### src/dsam_pkg.sv
// shared types, codes and helpers of the dual-stream audio mixer
package dsam_pkg;

  localparam int unsigned SAMPLE_W = 16;
  localparam int unsigned STREAM_W = 4;
  localparam int unsigned FILL_W   = 15;

  // operation codes of an input item
  localparam logic [1:0] OP_PUSH  = 2'd0;
  localparam logic [1:0] OP_READ  = 2'd1;
  localparam logic [1:0] OP_CLEAR = 2'd2;

  localparam logic signed [SAMPLE_W-1:0] SAMPLE_MAX = 16'sh7fff;
  localparam logic signed [SAMPLE_W-1:0] SAMPLE_MIN = 16'sh8000;

  // what a full frame does, latched at its first sample
  typedef enum logic [1:0] {
    ACT_STORE   = 2'd0,
    ACT_MIX     = 2'd1,
    ACT_REPLACE = 2'd2
  } frame_act_t;

  // classification held in the front stage
  typedef enum logic [2:0] {
    S1_NONE,
    S1_PASS,
    S1_MIX,
    S1_REPL,
    S1_READ,
    S1_CLEAR
  } s1_kind_t;

  // command handed from front to back
  typedef enum logic [1:0] {
    CMD_PUSH,
    CMD_READ,
    CMD_CLEAR
  } cmd_kind_t;

  typedef struct packed {
    cmd_kind_t                   kind;
    logic signed [SAMPLE_W-1:0]  value;
  } ring_cmd_t;

  // 16-bit add with saturation
  function automatic logic signed [SAMPLE_W-1:0] sat_add(
    input logic signed [SAMPLE_W-1:0] a,
    input logic signed [SAMPLE_W-1:0] b
  );
    logic signed [SAMPLE_W:0] s;
    begin
      s = {a[SAMPLE_W-1], a} + {b[SAMPLE_W-1], b};
      if (s[SAMPLE_W] != s[SAMPLE_W-1]) begin
        return s[SAMPLE_W] ? SAMPLE_MIN : SAMPLE_MAX;
      end
      return s[SAMPLE_W-1:0];
    end
  endfunction

endpackage

### src/dsam_cmd_q.sv
// two-entry command queue between front and back
module dsam_cmd_q (
  input  logic                clk,
  input  logic                rst_n,
  input  logic                wr_valid,
  output logic                wr_ready,
  input  dsam_pkg::ring_cmd_t wr_cmd,
  output logic                rd_valid,
  input  logic                rd_ready,
  output dsam_pkg::ring_cmd_t rd_cmd
);
  import dsam_pkg::*;

  localparam int unsigned QDEPTH = 2;
  localparam int unsigned QAW    = 1;
  localparam int unsigned QCW    = 2;

  ring_cmd_t        entries_r [QDEPTH];
  logic [QAW-1:0]   wr_ptr_r, wr_ptr_nxt;
  logic [QAW-1:0]   rd_ptr_r, rd_ptr_nxt;
  logic [QCW-1:0]   count_r, count_nxt;
  logic             do_wr;
  logic             do_rd;

  assign wr_ready = (count_r != QCW'(QDEPTH));
  assign rd_valid = (count_r != '0);
  assign rd_cmd   = entries_r[rd_ptr_r];
  assign do_wr    = wr_valid && wr_ready;
  assign do_rd    = rd_valid && rd_ready;

  always_comb begin
    wr_ptr_nxt = do_wr ? wr_ptr_r + QAW'(1) : wr_ptr_r;
    rd_ptr_nxt = do_rd ? rd_ptr_r + QAW'(1) : rd_ptr_r;
    count_nxt  = count_r;
    if (do_wr && !do_rd) begin
      count_nxt = count_r + QCW'(1);
    end else if (do_rd && !do_wr) begin
      count_nxt = count_r - QCW'(1);
    end
  end

  always_ff @(posedge clk) begin
    if (!rst_n) begin
      wr_ptr_r <= '0;
      rd_ptr_r <= '0;
      count_r  <= '0;
    end else begin
      wr_ptr_r <= wr_ptr_nxt;
      rd_ptr_r <= rd_ptr_nxt;
      count_r  <= count_nxt;
    end
  end

  always_ff @(posedge clk) begin
    if (do_wr) begin
      entries_r[wr_ptr_r] <= wr_cmd;
    end
  end
endmodule

### config.mk
export PLATFORM = sky130hd
export DESIGN_NAME = dsam_cmd_q
export DESIGN_NICKNAME = d
export VERILOG_FILES = /design/src/dsam_pkg.sv /design/src/dsam_cmd_q.sv
export SDC_FILE = /design/constraint.sdc
export NUM_CORES = 1
export LEC_CHECK = 0
export BUFFER_PORTS_ARGS = -buffer_cell sky130_fd_sc_hd__buf_2
export CAP_MARGIN = 20
export CORE_MARGIN = 1
export CORE_UTILIZATION = 50
export CTS_CLUSTER_DIAMETER = 150
export CTS_CLUSTER_SIZE = 16
export DETAILED_ROUTE_END_ITERATION = 8
export PLACE_DENSITY = 0.77
export SETUP_SLACK_MARGIN = 0.4
export SYNTH_ARGS = -nofsm -noshare
export SYNTH_HDL_FRONTEND = slang
export SYNTH_SLANG_ARGS = --single-unit
### constraint.sdc
create_clock -name clk -period 2 [get_ports clk]
set_input_delay 0.3 -clock clk [delete_from_list [all_inputs] [get_ports clk]]
set_output_delay 0.3 -clock clk [all_outputs]
set_load 0.02 [all_outputs]
==> results.py <==
metrics = {
    "synth": {
        "yosysSeqAreaShare_pct": 76.7,
        "synth_fp_nets": 103,
        "yosys_warnings": 0,
        "synth_area_leaders": "edfxtp_1 (70%), mux2_2 (13%), dfxtp_1 (6.5%)",
        "synthCells": 80,
        "ys_async_sr_fraction_pct": 0,
        "syn_area_per_cell_um2": 19.2,
        "synth_area_mm2": 0.00154,
        "synth_top_cell_by_area": "edfxtp_1",
        "netlist.area_leader.share_pct": 70.2,
        "post-synth-top-count-cell": "edfxtp_1",
        "synthTopCellsByCount": "edfxtp_1 (36), mux2_2 (18), dfxtp_1 (5), and2_1 (4), xnor2_1 (2)",
        "ys_dominant_reg_cell": "edfxtp_1",
        "synth_seq_cells": 41,
        "yosysUniqueCellTypes": 20,
        "synth_edf_count": 36,
    },
    "power_and_ir_drop": {
        "switching_share_pct": 30.6,
        "switching_power_w": 0.000799,
        "power_density_mw_per_mm2": 1260,
        "max-vdd-ir-drop_mv": 0.659,
        "p_clk_share_pct": 14.8,
        "power.internal_w": 0.00182,
        "pwr-share-seq_pct": 44.0,
        "combPwrFrac_pct": 41.3,
        "p_leak_nw": 0.828,
        "power.total_w": 0.00261,
    },
    "sta": {
        "slew_violations": 0,
        "finalSetupViolations": 0,
        "fmax_mhz": 607,
        "min_period_ps": 1650,
        "tightest_slew_ps": 362,
        "period_share_pct": 82.4,
        "skew_ps": 8.29,
        "slew_headroom_pct": 75.7,
        "hold_viol_final": 0,
        "rsz0062_at_grt": "true",
        "finalSetupTns_ps": 0,
    },
    "global_routing": {
        "antenna_found_initial": 0,
        "grt_usage_pct": 15.6,
        "grt_pass1_vias": 835,
        "gr-total-overflow": 0,
        "grt_pass1_wl_um": 3640,
        "grt_max_degree": 17,
    },
    "outcome": {
        "violations": "design-rule violations",
        "outcome": "finished with violations",
    },
    "setup_path": {
        "worst-r2r-cell-count": 4,
        "rrSetupSlack_ps": 490,
        "crit_fanout": 8,
        "crit_type": "flop to primary output",
        "crit_path_end_kind": "primary output",
        "r2r_start": "count_r[1]",
        "r2r_end": "count_r[1]",
        "crit_arrival_ps": 1350,
        "crit_required_ps": 1700,
        "setup.worst_path.start_class": "flop",
    },
    "place": {
        "dp.cells": 153,
        "port_buffers": 41,
        "dp_hpwl_um": 1630,
        "gp_congestion": 0.636,
        "place_area_mm2": 0.00179,
    },
    "drt": {
        "ant_nets": 0,
        "firstDrtPassIters": 8,
        "wl_per_cell_um": 16.3,
        "dr.first_iter.drc_count": 25,
        "drc": 4,
        "via_count": 835,
        "wirelength_um": 2680,
        "viasPerCell": 5.09,
    },
    "floorplanning": {
        "die_h_um": 57.5,
        "die_w_um": 57.5,
        "start_util_pct": 54.4,
        "die-area_mm2": 0.00330,
        "pin_count": 42,
        "fp-row-count": 19,
        "coreArea_mm2": 0.00283,
    },
    "clocking": {
        "clk_latency_ps": 340,
        "clockBufferDepth": 2,
        "clockRootBuffer": "clkbuf_4",
        "path_clk_slew_ps": 120,
        "numClockSinks": 41,
        "cts_buffers": 5,
        "postCtsHoldBufs": 0,
        "htree_levels": 2,
        "cts_tree": "built",
    },
    "min_path": {
        "hold_path.startpoint": "wr_cmd[6]",
        "min_path_type": "input pin to flop",
        "whs_endpoint": "entries_r[0][6]",
        "min_path_cells": 1,
    },
    "final_layout": {
        "antennaDiodeCount": 0,
        "fin_area_mm2": 0.00208,
        "syn_to_final_growth_pct": 35.3,
        "drive_above_1_share_pct": 59.4,
        "fin_cells": 164,
        "nNetsFinal": 155,
    },
    "job": {
        "max-cap-violations": 0,
    },
}
[state kept, by name, summed over array words and instances (netlist names), named ones only]
signal	count
count_r	2
entries_r	36
wr_ptr_r	1
rd_ptr_r	1
[critical path: stages (launching register included)]
cell and delay, ps:
dfxtp_4 400, clkbuf_16 170, mux2_4 310, buf_6 130
[kinds of logic after synthesis]
kind of cell	after synthesis	synth area share, %
DFF	41	76.7
muxes	18	13.2
and+or+nand+nor	9	4.23
AOI/OAI and AO/OA	5	2.28
xor gates and xnor gates	3	1.71
buffers and inverters	3	1.06
adders and majority gates	1	0.813
[area by class of cell]
cell class,instances,area (µm²)
well taps,31,38.8
clock buffers,6,41.3
multi-input cells,36,417
repair buffers,47,380
flip-flops and latches,41,1190
clock inverters,2,11.3
inverters,1,3.75
fillers,189,747
[metrics by stage]
| stage | util (%) | worst slack, ps | hold WS, ps |
|---|---|---|---|
| 2_1_floorplan | - | 475 | 399 |
| 6_report | 73.6 | 351 | 134 |
| 3_3_place_gp | 63.4 | 504 | 487 |
| 4_1_cts | 65.9 | 303 | 120 |
| 5_1_grt | 73.6 | 303 | 112 |
| 3_5_place_dp | 63.4 | 410 | 492 |
[worst max path at each step]
stage,from,to,depth (start not counted)
after floorplan,count_r[0],count_r[1],5
final,flop,rd_cmd[10],3
after global placement,count_r[0],count_r[1],5
after global routing,flop,rd_cmd[10],3
after CTS,flop,rd_cmd[11],3
after detailed placement,count_r[0],count_r[1],5
[what timing repair did]
item	in CTS	in global routing
endpoints found under the setup margin	17	17
cloned	0	1
buffers inserted	0	2
resized for setup	7	51
pin swaps	0	1
[power groups by stage]
| stage | registers [W] | clock network, W | logic (W) |
|---|---|---|---|
| 2_1_floorplan | 0.00113 | 0 | 0.000548 |
| 3_3_place_gp | 0.00114 | 0 | 0.000735 |
| 3_5_place_dp | 0.00115 | 0 | 0.000751 |
| 4_1_cts | 0.00114 | 0.000396 | 0.000774 |
| 5_1_grt | 0.00116 | 0.000430 | 0.00115 |
| 6_report | 0.00115 | 0.000386 | 0.00108 |
[per-layer routing]
metal / vias to the layer above / share of wire, % / wire, µm / global-route usage, %
li1: 407 / - / - / -
met1: 392 / 40 / 1080 / 16.4
met2: 31 / 51 / 1380 / 26.1
met3: 5 / 6.3 / 168 / 5.90
met4: 0 / 1.9 / 51 / 10.5
met5: - / 0 / 0 / 0
[layout by cell type (no fill, tap or decap), types with 2 or more instances in the layout]
cell type and instances:
mux2_4 16, edfxtp_1 36, dfxtp_4 2, and2_1 3, buf_6 16, xnor2_1 2
mux2_2 2, buf_4 4, clkbuf_4 5, buf_2 25, dfxtp_1 2
Note: power is estimated with default switching activity, not from simulation.
